==> config.mk <==
export PLATFORM = sky130hd
export DESIGN_NAME = offline_pong_packet_parser
export DESIGN_NICKNAME = d
export VERILOG_FILES = /design/src/rtl/core/opp_pkg.sv /design/src/rtl/core/opp_parse.sv /design/src/rtl/core/opp_outq.sv /design/src/rtl/core/offline_pong_packet_parser.sv
export SDC_FILE = /design/constraint.sdc
export NUM_CORES = 2
export LEC_CHECK = 0
export BUFFER_PORTS_ARGS = -buffer_cell sky130_fd_sc_hd__buf_2
export CAP_MARGIN = 20
export CORE_MARGIN = 2
export CORE_UTILIZATION = 35
export CTS_BUF_LIST = sky130_fd_sc_hd__clkbuf_16
export DETAILED_ROUTE_END_ITERATION = 6
export PLACE_DENSITY = 0.52
export SYNTH_ARGS = -nofsm -noshare
export SYNTH_HDL_FRONTEND = slang
export SYNTH_SLANG_ARGS = --single-unit
export TNS_END_PERCENT = 10
==> constraint.sdc <==
create_clock -name clk -period 7.08 [get_ports clk]
set_input_delay 0.708 -clock clk [delete_from_list [all_inputs] [get_ports clk]]
set_output_delay 0.708 -clock clk [all_outputs]
set_load 0.01 [all_outputs]
==> src/rtl/core/opp_pkg.sv <==
// ----------------------------------------------------------------------------
// opp_pkg
// Shared types and constants of the offline pong packet parser.
// ----------------------------------------------------------------------------
package opp_pkg;

	localparam int MAX_PACKET_BYTES = 4096;
	localparam int CNT_W            = $clog2(MAX_PACKET_BYTES + 1);
	localparam int TDATA_W          = 176;
	localparam int MAX_RES          = 3;

	localparam logic [7:0] PONG_ID    = 8'h1c;
	localparam logic [7:0] SEMICOLON  = 8'h3b;
	localparam int         MIN_PONG   = 35;
	localparam int         TEXT_START = 35;

	localparam logic [7:0] MAGIC [16] = '{
		8'h00, 8'hff, 8'hff, 8'h00, 8'hfe, 8'hfe, 8'hfe, 8'hfe,
		8'hfd, 8'hfd, 8'hfd, 8'hfd, 8'h12, 8'h34, 8'h56, 8'h78
	};

	typedef enum logic [1:0] {
		KIND_TEXT = 2'd0,
		KIND_NUM  = 2'd1,
		KIND_SUM  = 2'd2
	} kind_t;

	typedef enum logic [2:0] {
		ST_OK      = 3'd0,
		ST_SHORT   = 3'd1,
		ST_BAD_ID  = 3'd2,
		ST_BAD_MAG = 3'd3,
		ST_OVERRUN = 3'd4
	} status_t;

	typedef enum logic [1:0] {
		NP_SKIP  = 2'd0,
		NP_SIGN  = 2'd1,
		NP_DIGIT = 2'd2,
		NP_STOP  = 2'd3
	} num_phase_t;

	typedef struct packed {
		kind_t              kind;
		logic [3:0]         part;
		logic [7:0]         motd;
		logic signed [31:0] num;
		status_t            status;
		logic [63:0]        ping;
		logic [63:0]        guid;
		logic               last;
	} res_t;

	// results produced by one accepted item
	typedef struct packed {
		logic       push;
		logic [1:0] count;
	} push_t;

endpackage

==> src/rtl/core/opp_parse.sv <==
// ----------------------------------------------------------------------------
// opp_parse
// Per-packet parse state and result generation for one datagram byte.
// ----------------------------------------------------------------------------
module opp_parse (
	input  logic                clk,
	input  logic                arst_n,
	input  logic                accept,
	input  logic [7:0]          data_byte,
	input  logic                end_of_packet,
	output opp_pkg::push_t      push,
	output opp_pkg::res_t       res [opp_pkg::MAX_RES]
);

	logic [opp_pkg::CNT_W-1:0] cnt_q, cnt_d;
	logic [7:0]                code_q, code_d;
	logic [63:0]               ping_q, ping_d;
	logic [63:0]               guid_q, guid_d;
	logic                      magic_q, magic_d;
	logic [15:0]               tlen_q, tlen_d;
	logic [15:0]               seen_q, seen_d;
	logic [3:0]                part_q, part_d;
	opp_pkg::num_phase_t       phase_q, phase_d;
	logic                      neg_q, neg_d;
	logic [31:0]               mag_q, mag_d;
	logic                      ovf_q, ovf_d;

	logic [35:0]               mag_next;
	logic [31:0]               digit;
	logic                      is_digit;
	logic                      is_space;
	logic [1:0]                n;
	opp_pkg::status_t          st;

	function automatic logic is_num_part(input logic [3:0] p);
		return p inside {4'd2, 4'd4, 4'd5, 4'd9, 4'd10, 4'd11};
	endfunction

	function automatic logic [31:0] num_value(input opp_pkg::num_phase_t ph, input logic ng,
		input logic [31:0] mg, input logic ov);
		logic [31:0] v;
		if (ph == opp_pkg::NP_SKIP || ph == opp_pkg::NP_SIGN || ov)
			v = 32'hffff_ffff;
		else if (ng)
			v = 32'd0 - mg;
		else if (mg[31])
			v = 32'hffff_ffff;
		else
			v = mg;
		return v;
	endfunction

	function automatic opp_pkg::res_t mk_res(input opp_pkg::kind_t k, input logic [3:0] p,
		input logic [7:0] b, input logic [31:0] v);
		opp_pkg::res_t r;
		r        = '0;
		r.kind   = k;
		r.part   = p;
		r.motd   = b;
		r.num    = v;
		r.status = opp_pkg::ST_OK;
		return r;
	endfunction

	assign is_digit = data_byte inside {[8'h30:8'h39]};
	assign is_space = data_byte inside {8'h20, [8'h09:8'h0d]};
	assign digit    = {28'd0, data_byte[3:0]};
	assign mag_next = {4'd0, mag_q} * 36'd10 + {4'd0, digit};

	always_comb begin
		cnt_d   = cnt_q;
		code_d  = code_q;
		ping_d  = ping_q;
		guid_d  = guid_q;
		magic_d = magic_q;
		tlen_d  = tlen_q;
		seen_d  = seen_q;
		part_d  = part_q;
		phase_d = phase_q;
		neg_d   = neg_q;
		mag_d   = mag_q;
		ovf_d   = ovf_q;
		n       = 2'd0;
		st      = opp_pkg::ST_OK;
		for (int i = 0; i < opp_pkg::MAX_RES; i++)
			res[i] = '0;

		if (cnt_q < opp_pkg::CNT_W'(opp_pkg::MAX_PACKET_BYTES)) begin
			if (cnt_q == '0) begin
				code_d = data_byte;
			end else if (cnt_q <= opp_pkg::CNT_W'(8)) begin
				ping_d = {ping_q[55:0], data_byte};
			end else if (cnt_q <= opp_pkg::CNT_W'(16)) begin
				guid_d = {guid_q[55:0], data_byte};
			end else if (cnt_q <= opp_pkg::CNT_W'(32)) begin
				if (data_byte != opp_pkg::MAGIC[cnt_q[3:0] - 4'd1])
					magic_d = 1'b0;
			end else if (cnt_q <= opp_pkg::CNT_W'(34)) begin
				tlen_d = {tlen_q[7:0], data_byte};
			end else if (seen_q < tlen_q && code_q == opp_pkg::PONG_ID && magic_q) begin
				res[0] = mk_res(opp_pkg::KIND_TEXT, part_q, data_byte, 32'd0);
				n      = 2'd1;
				seen_d = seen_q + 16'd1;
				if (data_byte == opp_pkg::SEMICOLON) begin
					if (is_num_part(part_q)) begin
						res[1] = mk_res(opp_pkg::KIND_NUM, part_q, 8'd0,
							num_value(phase_q, neg_q, mag_q, ovf_q));
						n      = 2'd2;
					end
					if (part_q < 4'd12)
						part_d = part_q + 4'd1;
					phase_d = opp_pkg::NP_SKIP;
					neg_d   = 1'b0;
					mag_d   = 32'd0;
					ovf_d   = 1'b0;
				end else begin
					case (phase_q)
						opp_pkg::NP_SKIP: begin
							if (!is_space) begin
								if (data_byte == 8'h2b || data_byte == 8'h2d) begin
									neg_d   = (data_byte == 8'h2d);
									phase_d = opp_pkg::NP_SIGN;
								end else if (is_digit) begin
									mag_d   = digit;
									phase_d = opp_pkg::NP_DIGIT;
								end else begin
									ovf_d   = 1'b1;
									phase_d = opp_pkg::NP_STOP;
								end
							end
						end
						opp_pkg::NP_SIGN: begin
							if (is_digit) begin
								mag_d   = digit;
								phase_d = opp_pkg::NP_DIGIT;
							end else begin
								ovf_d   = 1'b1;
								phase_d = opp_pkg::NP_STOP;
							end
						end
						opp_pkg::NP_DIGIT: begin
							if (is_digit) begin
								if (!ovf_q) begin
									if (mag_next > 36'h0_8000_0000)
										ovf_d = 1'b1;
									else
										mag_d = mag_next[31:0];
								end
							end else begin
								phase_d = opp_pkg::NP_STOP;
							end
						end
						default: ;
					endcase
					if (seen_d == tlen_q && is_num_part(part_q)) begin
						res[1] = mk_res(opp_pkg::KIND_NUM, part_q, 8'd0,
							num_value(phase_d, neg_d, mag_d, ovf_d));
						n      = 2'd2;
					end
				end
			end
			cnt_d = cnt_q + opp_pkg::CNT_W'(1);
		end

		if (end_of_packet) begin
			if (cnt_d < opp_pkg::CNT_W'(opp_pkg::MIN_PONG))
				st = opp_pkg::ST_SHORT;
			else if (code_d != opp_pkg::PONG_ID)
				st = opp_pkg::ST_BAD_ID;
			else if (!magic_d)
				st = opp_pkg::ST_BAD_MAG;
			else if (18'(tlen_d) + 18'(opp_pkg::TEXT_START) > 18'(cnt_d))
				st = opp_pkg::ST_OVERRUN;
			else
				st = opp_pkg::ST_OK;
			res[n]        = '0;
			res[n].kind   = opp_pkg::KIND_SUM;
			res[n].status = st;
			res[n].ping   = ping_d;
			res[n].guid   = guid_d;
			res[n].last   = 1'b1;
			n             = n + 2'd1;
			cnt_d   = '0;
			code_d  = 8'd0;
			ping_d  = 64'd0;
			guid_d  = 64'd0;
			magic_d = 1'b1;
			tlen_d  = 16'd0;
			seen_d  = 16'd0;
			part_d  = 4'd0;
			phase_d = opp_pkg::NP_SKIP;
			neg_d   = 1'b0;
			mag_d   = 32'd0;
			ovf_d   = 1'b0;
		end
	end

	assign push.push  = accept;
	assign push.count = n;

	always_ff @(posedge clk or negedge arst_n) begin
		if (!arst_n) begin
			cnt_q   <= '0;
			code_q  <= 8'd0;
			ping_q  <= 64'd0;
			guid_q  <= 64'd0;
			magic_q <= 1'b1;
			tlen_q  <= 16'd0;
			seen_q  <= 16'd0;
			part_q  <= 4'd0;
			phase_q <= opp_pkg::NP_SKIP;
			neg_q   <= 1'b0;
			mag_q   <= 32'd0;
			ovf_q   <= 1'b0;
		end else if (accept) begin
			cnt_q   <= cnt_d;
			code_q  <= code_d;
			ping_q  <= ping_d;
			guid_q  <= guid_d;
			magic_q <= magic_d;
			tlen_q  <= tlen_d;
			seen_q  <= seen_d;
			part_q  <= part_d;
			phase_q <= phase_d;
			neg_q   <= neg_d;
			mag_q   <= mag_d;
			ovf_q   <= ovf_d;
		end
	end

endmodule

==> src/rtl/core/opp_outq.sv <==
// ----------------------------------------------------------------------------
// opp_outq
// Four-slot result queue; takes up to three results per item, emits one.
// ----------------------------------------------------------------------------
module opp_outq (
	input  logic           clk,
	input  logic           arst_n,
	input  opp_pkg::push_t push,
	input  opp_pkg::res_t  res [opp_pkg::MAX_RES],
	output logic           in_ready,
	output logic           out_valid,
	input  logic           out_ready,
	output opp_pkg::res_t  out_res
);

	opp_pkg::res_t slot_q [4];
	opp_pkg::res_t slot_d [4];
	logic [2:0]    cnt_q, cnt_d;
	logic [2:0]    cnt_mid;
	logic          pop;

	assign pop       = (cnt_q != 3'd0) && out_ready;
	assign in_ready  = (cnt_q <= 3'd1);
	assign out_valid = (cnt_q != 3'd0);
	assign out_res   = slot_q[0];

	always_comb begin
		slot_d  = slot_q;
		cnt_mid = cnt_q - {2'd0, pop};
		if (pop) begin
			slot_d[0] = slot_q[1];
			slot_d[1] = slot_q[2];
			slot_d[2] = slot_q[3];
		end
		cnt_d = cnt_mid;
		if (push.push) begin
			for (int i = 0; i < opp_pkg::MAX_RES; i++) begin
				if (2'(i) < push.count)
					slot_d[cnt_mid[1:0] + 2'(i)] = res[i];
			end
			cnt_d = cnt_mid + {1'b0, push.count};
		end
	end

	always_ff @(posedge clk) begin
		slot_q <= slot_d;
	end

	always_ff @(posedge clk or negedge arst_n) begin
		if (!arst_n) begin
			cnt_q <= 3'd0;
		end else begin
			cnt_q <= cnt_d;
		end
	end

endmodule

==> src/rtl/core/offline_pong_packet_parser.sv <==
// ----------------------------------------------------------------------------
// offline_pong_packet_parser
// Parses an offline pong datagram byte stream into string bytes, part numbers
// and a per-packet summary.
//
// Input channel s_*: one datagram byte per item, s_tlast on the final byte.
// Output channel m_*: result items; m_tuser is the result kind, m_tlast marks
// the packet summary. String bytes and numbers are valid only if the summary
// status that follows is ok.
// The results of an accepted byte are registered in the result queue first.
// Throughput: one byte per cycle while each byte gives at most one result and
// m_tready stays high; a byte giving two or three results holds s_tready low
// until the four-slot result queue drains to at most one result.
// Reset: arst_n clears the parse state and empties the queue.
// Stall: with m_tready low the queue holds its results and s_tready drops once
// more than one result is waiting.
// ----------------------------------------------------------------------------
module offline_pong_packet_parser (
	input  logic                        clk,
	input  logic                        arst_n,
	input  logic                        s_tvalid,
	output logic                        s_tready,
	input  logic [7:0]                  s_tdata,   // [7:0] data_byte
	input  logic                        s_tlast,   // end_of_packet
	output logic                        m_tvalid,
	input  logic                        m_tready,
	output logic [opp_pkg::TDATA_W-1:0] m_tdata,   // part_index, motd_byte, number_value,
	                                               // status, ping_time, server_guid,
	                                               // zero pad
	output logic [1:0]                  m_tuser,   // [1:0] result_kind
	output logic                        m_tlast    // last_of_run
);

	opp_pkg::push_t push;
	opp_pkg::res_t  res [opp_pkg::MAX_RES];
	opp_pkg::res_t  out_res;
	logic           accept;

	assign accept = s_tvalid && s_tready;

	opp_parse u_parse (
		.clk           (clk),
		.arst_n        (arst_n),
		.accept        (accept),
		.data_byte     (s_tdata),
		.end_of_packet (s_tlast),
		.push          (push),
		.res           (res)
	);

	opp_outq u_outq (
		.clk       (clk),
		.arst_n    (arst_n),
		.push      (push),
		.res       (res),
		.in_ready  (s_tready),
		.out_valid (m_tvalid),
		.out_ready (m_tready),
		.out_res   (out_res)
	);

	assign m_tdata = {1'b0, out_res.guid, out_res.ping, out_res.status, out_res.num,
		out_res.motd, out_res.part};
	assign m_tuser = out_res.kind;
	assign m_tlast = out_res.last;

endmodule

# == Yosys cells after proc, flatten, opt, wreduce, memory -nomap -nowiden ==
# Memory sizes are Yosys's and may differ from the RTL's.
# Cells that the tools add are included.
# classes
n_addsub,13
n_mul,1
n_div,0
n_lt_le_gt_ge,27
n_eq_ne,22
shifts,0
mux,205
n_bitwise,7
n_reduce_logical,28
# op_table
cell,count
712-bit two-way mux,6
178-bit demux with 2-bit select,9
534-bit bitwise mux,5
712-bit bitwise mux,3
356-bit two-way mux,6
178-bit two-way mux,6
534-bit two-way mux,2
32-bit two-way mux,29
64-bit two-way mux,9
534-bit AND,1
534-bit NOT,1
177-bit two-way mux,2
354-bit two-way mux,1
16-bit two-way mux,15
132-bit two-way mux,1
129-bit two-way mux,1
32-bit case mux with 3 select lines,1
65-bit two-way mux,1
"1-bit by 32-bit subtractor with 32-bit output, first input constant",2
2-bit two-way mux,31
1-bit two-way mux,52
4-bit two-way mux,10
8-bit two-way mux,5
36-bit by 4-bit adder with 36-bit output,1
55 further kinds,103
# word_totals
ff_bits,937
latchBits,0
ramBits,0
romBits,128
input_bits,13
output_inout_bits,181
word_cells,349
n_memories,1
# mem_list
name,depth,word_bits,read_ports,rd_ports_with_merged_regs,wr,line_no,rtl
(name not given),16,8,1,0,0,opp_parse.sv:96,if (data_byte != opp_pkg::MAGIC[cnt_q[3:0] - 4'd1])

# == Longest topological paths before layout ==
# logic_depth
word_depth,43
mapped_depth,28
mapped_depth_nobuf,24

# == Cells and area by module ==
# A second synthesis with hierarchy kept.
# hier_totals
hier_cells,8860
area_unflattened_um2,71224.6
# by_module_without_submodules
mod,instances,cells_each,area_each_um2
opp_outq,1,5946,48789.3
opp_parse,1,2911,22417.8
offline_pong_packet_parser,1,3,17.5

# == Worst setup path after synthesis ==
# OpenSTA, ideal clock, no wires.
# synth_path
path_type,reg2reg
from,register u_parse.mag_q[3]
to,"register u_outq.slot_q[162] (netlist bit), data pin"
setup_time_ns,0.272
arrival_ns,7.327
required_ns,6.808
path_slack_ns,-0.519
path_stages_with_launch,26
path_cell_list,dfrtp_1 ha_1 ha_1 fa_1 a21o_1 a221o_1 o211ai_2 a2111oi_2 o21a_1 or4_4 nor4_4 nor3b_2 nand4_1 a2111o_1 a21oi_2 buf_2 buf_2 mux2i_1 ha_1 nand2_1 nor4b_2 inv_1 nor3_1 mux2_2 a221oi_1 o21ai_1
# synth_via
elab_chain_len,39
# synth_rtl
item,line_no,rtl
from (decl),opp_parse.sv:25,"logic [31:0] mag_q, mag_d;"
from (signal assigned),opp_parse.sv:226,mag_q <= mag_d;
32-bit by 3-bit multiplier with 35-bit output,opp_parse.sv:68,"assign mag_next = {4'd0, mag_q} * 36'd10 + {4'd0, digit};"
36-bit by 4-bit adder with 36-bit output,opp_parse.sv:68,
36-bit by 32-bit greater-than comparator with 1-bit output,opp_parse.sv:144,if (mag_next > 36'h0_8000_0000)
32-bit two-way mux,opp_parse.sv:144,
32-bit two-way mux,opp_parse.sv:143,if (!ovf_q) begin
32-bit two-way mux,opp_parse.sv:142,if (is_digit) begin
32-bit case mux with 3 select lines,opp_parse.sv:117,case (phase_q)
32-bit two-way mux,opp_parse.sv:104,if (data_byte == opp_pkg::SEMICOLON) begin
[23 not listed],n/a,
534-bit bitwise mux,opp_parse.sv:180,res[n].guid = guid_d;
534-bit bitwise mux,opp_parse.sv:181,res[n].last = 1'b1;
534-bit two-way mux *,opp_parse.sv:165,if (end_of_packet) begin
712-bit bitwise mux *,opp_outq.sv:39,slot_d[cnt_mid[1:0] + 2'(i)] = res[i];
712-bit two-way mux *,opp_outq.sv:38,if (2'(i) < push.count)
712-bit two-way mux *,opp_outq.sv:36,if (push.push) begin
712-bit bitwise mux,opp_outq.sv:39,
712-bit two-way mux *,opp_outq.sv:38,
to (signal assigned),opp_outq.sv:46,slot_q <= slot_d;
to (decl),opp_outq.sv:16,opp_pkg::res_t slot_q [4];
# Mark *: on every way between the ends. The rest lies on a longest branch, timed or not. The select of a mux whose other input is x is not followed.
# A chain may end at the register's enable or synchronous reset.

==> metrics <==
status=finished clean; final setup violation count=0; clk root buf=clkbuf_16; die span in x=397 um; clock slew at reported path FFs=0.06 ns; initial antenna violation count=5; critical path launch point type=register; Layout area overhead=13.8%; HPWL Detailed=123 mm; Mean Syn Cell Area=8.96 um2; Multi-input gate area=29600 um2; FF+latch area=21700 um2; Post-DRT Antenna Nets=0; grt ovf=0; worst hold slack=0.0103 ns; Crit Path Max Fanout=8; Post-Layout Inst Area=61600 um2; Layout Nets=6142; # H-tree levels=3; Worst Reg-to-Reg Cells=26; I/O Buffers=192; CP arrival=7.57 ns; met3 wire length=11.6 mm; async set-or-reset flop fraction in the synthesized netlist=24.0%; fmax=0.143 GHz; DRT iter0 DRCs=4007; TritonCTS clock tree=yes; CTS sink cnt=937; FP Rows=144; die height=397 um; Slew Limit Fails=0; final setup margin=0.0887 ns; vias per cell=5.94; Peak supply drop=0.000432 V; global router's overall resource usage=23.8%; Worst Max-Slew Pin Slew=1.17 ns; most used flip-flop cell after synthesis=dfxtp_1; antenna cells=0; vias in the first global route=46000; met2 routed WL=86.8 mm; pre-CTS setup slack=-0.274 ns; Worst Hold Class=input port to async pin; RePlAce Congestion=0.915; setup_tns=0 ns; unrepaired setup endpoints after global routing=yes; post-DR wirelength/cell=23.9 um; largest net degree at the start of global routing=141; sequential share of the synthesized area=40.0%; Post-Syn Nets=6172; pwr dens=386 nW/um2; Post-Syn Instances=6041; final worst path period need=6.99 ns; maxcap violations=0; post-place instance area=57600 um2; Yosys cell types=106; #FFs+latches synth=937; number of synthesized flops with an enable pin=178; Crit Path Category=register to register; Remaining DRCs=0; CP endpoint kind=register; DRT Wirelength=195 mm; YS warnings=0; Required @ worst endpoint=7.66 ns; Clk Latency, worst-skew pair=0.78 ns; fin crit share=98.7%; Starting Density=35.2%; Clock Path Buffers=3; Hold Vio Cnt, Final=0; I/O pins=194; vias=48400; Post-Syn Area=54100 um2; fin util=40.0%; placed insts=7935; slew margin rel.=21.4%; P_leak=25.8 nW; layout cells sized above 1=14.5%; Pre-antenna DRT Iters=6; die area=158000 um2; Layout Cells excl Fill=8149; TritonCTS Buffers=107; met1 WL=91.2 mm; CTS Hold Bufs=0; top sig layer=met4; Fill cells=15400; Core Box Area=154000 um2; clk_skew=0.0747 ns; Power Total=23.8 mW; first-pass GRT wire length=295 mm
==> power by group <==
group,internal (mW),switching [mW]
Clock,3.19,2.46
Sequential,7.64,1.33
Combinational,3.76,5.41
==> synthesized netlist by cell type, types with 25 or more instances <==
cell type  number  area, um2
a211oi_1       29        218
a21o_1         43        323
a21oi_1       293       1470
a22o_1         48        420
a22oi_1        25        188
a311oi_1       66        578
a31oi_1        98        613
and2_1         28        175
and3_1         28        175
buf_1          37        139
buf_4         178       1340
clkbuf_1      439       1650
dfrtp_1       224       5610
dfxtp_1       534      10700
edfxtp_1      178       5350
ha_1          115       1440
inv_1          71        267
mux2_2         66        743
mux2i_1       670       6710
nand2_1       597       2240
nand3_1        80        400
nand4_1        39        244
nor2_1        340       1280
nor3_1        102        510
o211ai_1      142       1070
o21ai_0       553       2770
o221ai_1       70        613
o22ai_1       379       2370
or3_1          84        526
xnor2_1        82        718
xor2_1         65        569
==> registers in the layout, indices dropped and copies added, names as in the netlist, 3 cells and up <==
| signal | count |
|---|---|
| u_parse.part_q | 4 |
| u_outq.cnt_q | 3 |
| u_parse.ping_q | 64 |
| u_parse.code_q | 8 |
| u_parse.seen_q | 16 |
| u_parse.tlen_q | 16 |
| u_parse.guid_q | 64 |
| u_parse.mag_q | 32 |
| u_parse.cnt_q | 13 |
| u_outq.slot_q | 534 |
| u_outq.out_res | 178 |
==> cells by family (layout without fill, tap and decap cells) <==
family                     after synthesis  after routing  share of synthesized area, %
other                                    1              1                       0.00693
DFF                                    937            937                          40.0
muxes                                  737            737                          13.8
adders and majority gates              118            118                          2.77
xor gates and xnor gates               147            147                          2.38
and+or+nand+nor                       1423           1423                          12.0
AOI/OAI and AO/OA                     1936           1936                          22.6
buffers and inverters                  742            806                          6.44
==> area by class of cell <==
class                           instances  share of cell area [%]
Tap cell                             2044                    4.15
Multi-Input combinational cell       4362                    48.1
Clock inverter                         93                    1.32
Inverter                               73                   0.469
Clock buffer                          110                    4.47
Timing Repair Buffer                  530                    6.34
Sequential cell                       937                    35.2
==> critical path, cell delays in order (launching register included) <==
cell and delay (ns):
dfrtp_1 0.41, ha_4 0.26, ha_4 0.17, fa_2 0.42
a21o_1 0.24, a221o_1 0.36, o211ai_2 0.29, a2111oi_4 0.13
o21a_1 0.21, or4_4 0.44, buf_6 0.14, nor4_4 0.27
nor3b_2 0.24, nand4_1 0.12, a2111o_2 0.56, a21oi_4 0.26
mux2i_2 0.29, ha_2 0.24, nand2_2 0.06, nor4b_4 0.31
buf_4 0.21, nand4b_1 0.28, buf_4 0.25, o221a_4 0.25
a21o_1 0.19, nor2_2 0.17, o22ai_1 0.09
==> layout by cell type, fill, tap and decap left out, types with 96 or more instances in the layout <==
| master | instances |
|---|---|
| clkbuf_16 | 110 |
| nor2_1 | 332 |
| edfxtp_1 | 178 |
| dfxtp_1 | 534 |
| nand2_1 | 588 |
| a31oi_1 | 96 |
| dfrtp_1 | 223 |
| ha_1 | 107 |
| buf_4 | 305 |
| mux2i_1 | 668 |
| buf_2 | 191 |
| o21ai_0 | 551 |
| o211ai_1 | 142 |
| a21oi_1 | 292 |
| nor3_1 | 98 |
| inv_1 | 103 |
| o22ai_1 | 378 |
==> worst paths after layout <==
| check | startpoint | end | slack, ns |
|---|---|---|---|
| setup / recovery | u_parse.mag_q[3] | u_outq.slot_q[506] | 0.09 |
| hold / removal | arst_n | u_parse.mag_q[26] | 0.01 |
| setup reg to reg | u_parse.mag_q[3] | u_outq.slot_q[506] | 0.09 |
| hold reg to reg | u_parse.ping_q[63] | u_parse.ping_q[63] | 0.48 |
| max in group asynchronous | arst_n | u_parse.ping_q[31] | 5.80 |
| min in group clk | s_tvalid | u_outq.out_res[125] | 0.46 |
==> timing repair <==
action	4_1_cts	5_1_grt
buffers inserted	3	8
pin swaps	2	26
hold endpoints to repair	0	0
gates resized for setup	6	55
setup endpoints to repair	35	94
==> per-layer routing <==
layer	global-route usage, %	vias up
met5	0	-
met4	7.31	0
met3	3.21	297
met2	36.6	1680
met1	34.3	24100
li1	-	22300
Note: power is estimated with default switching activity, not from simulation.
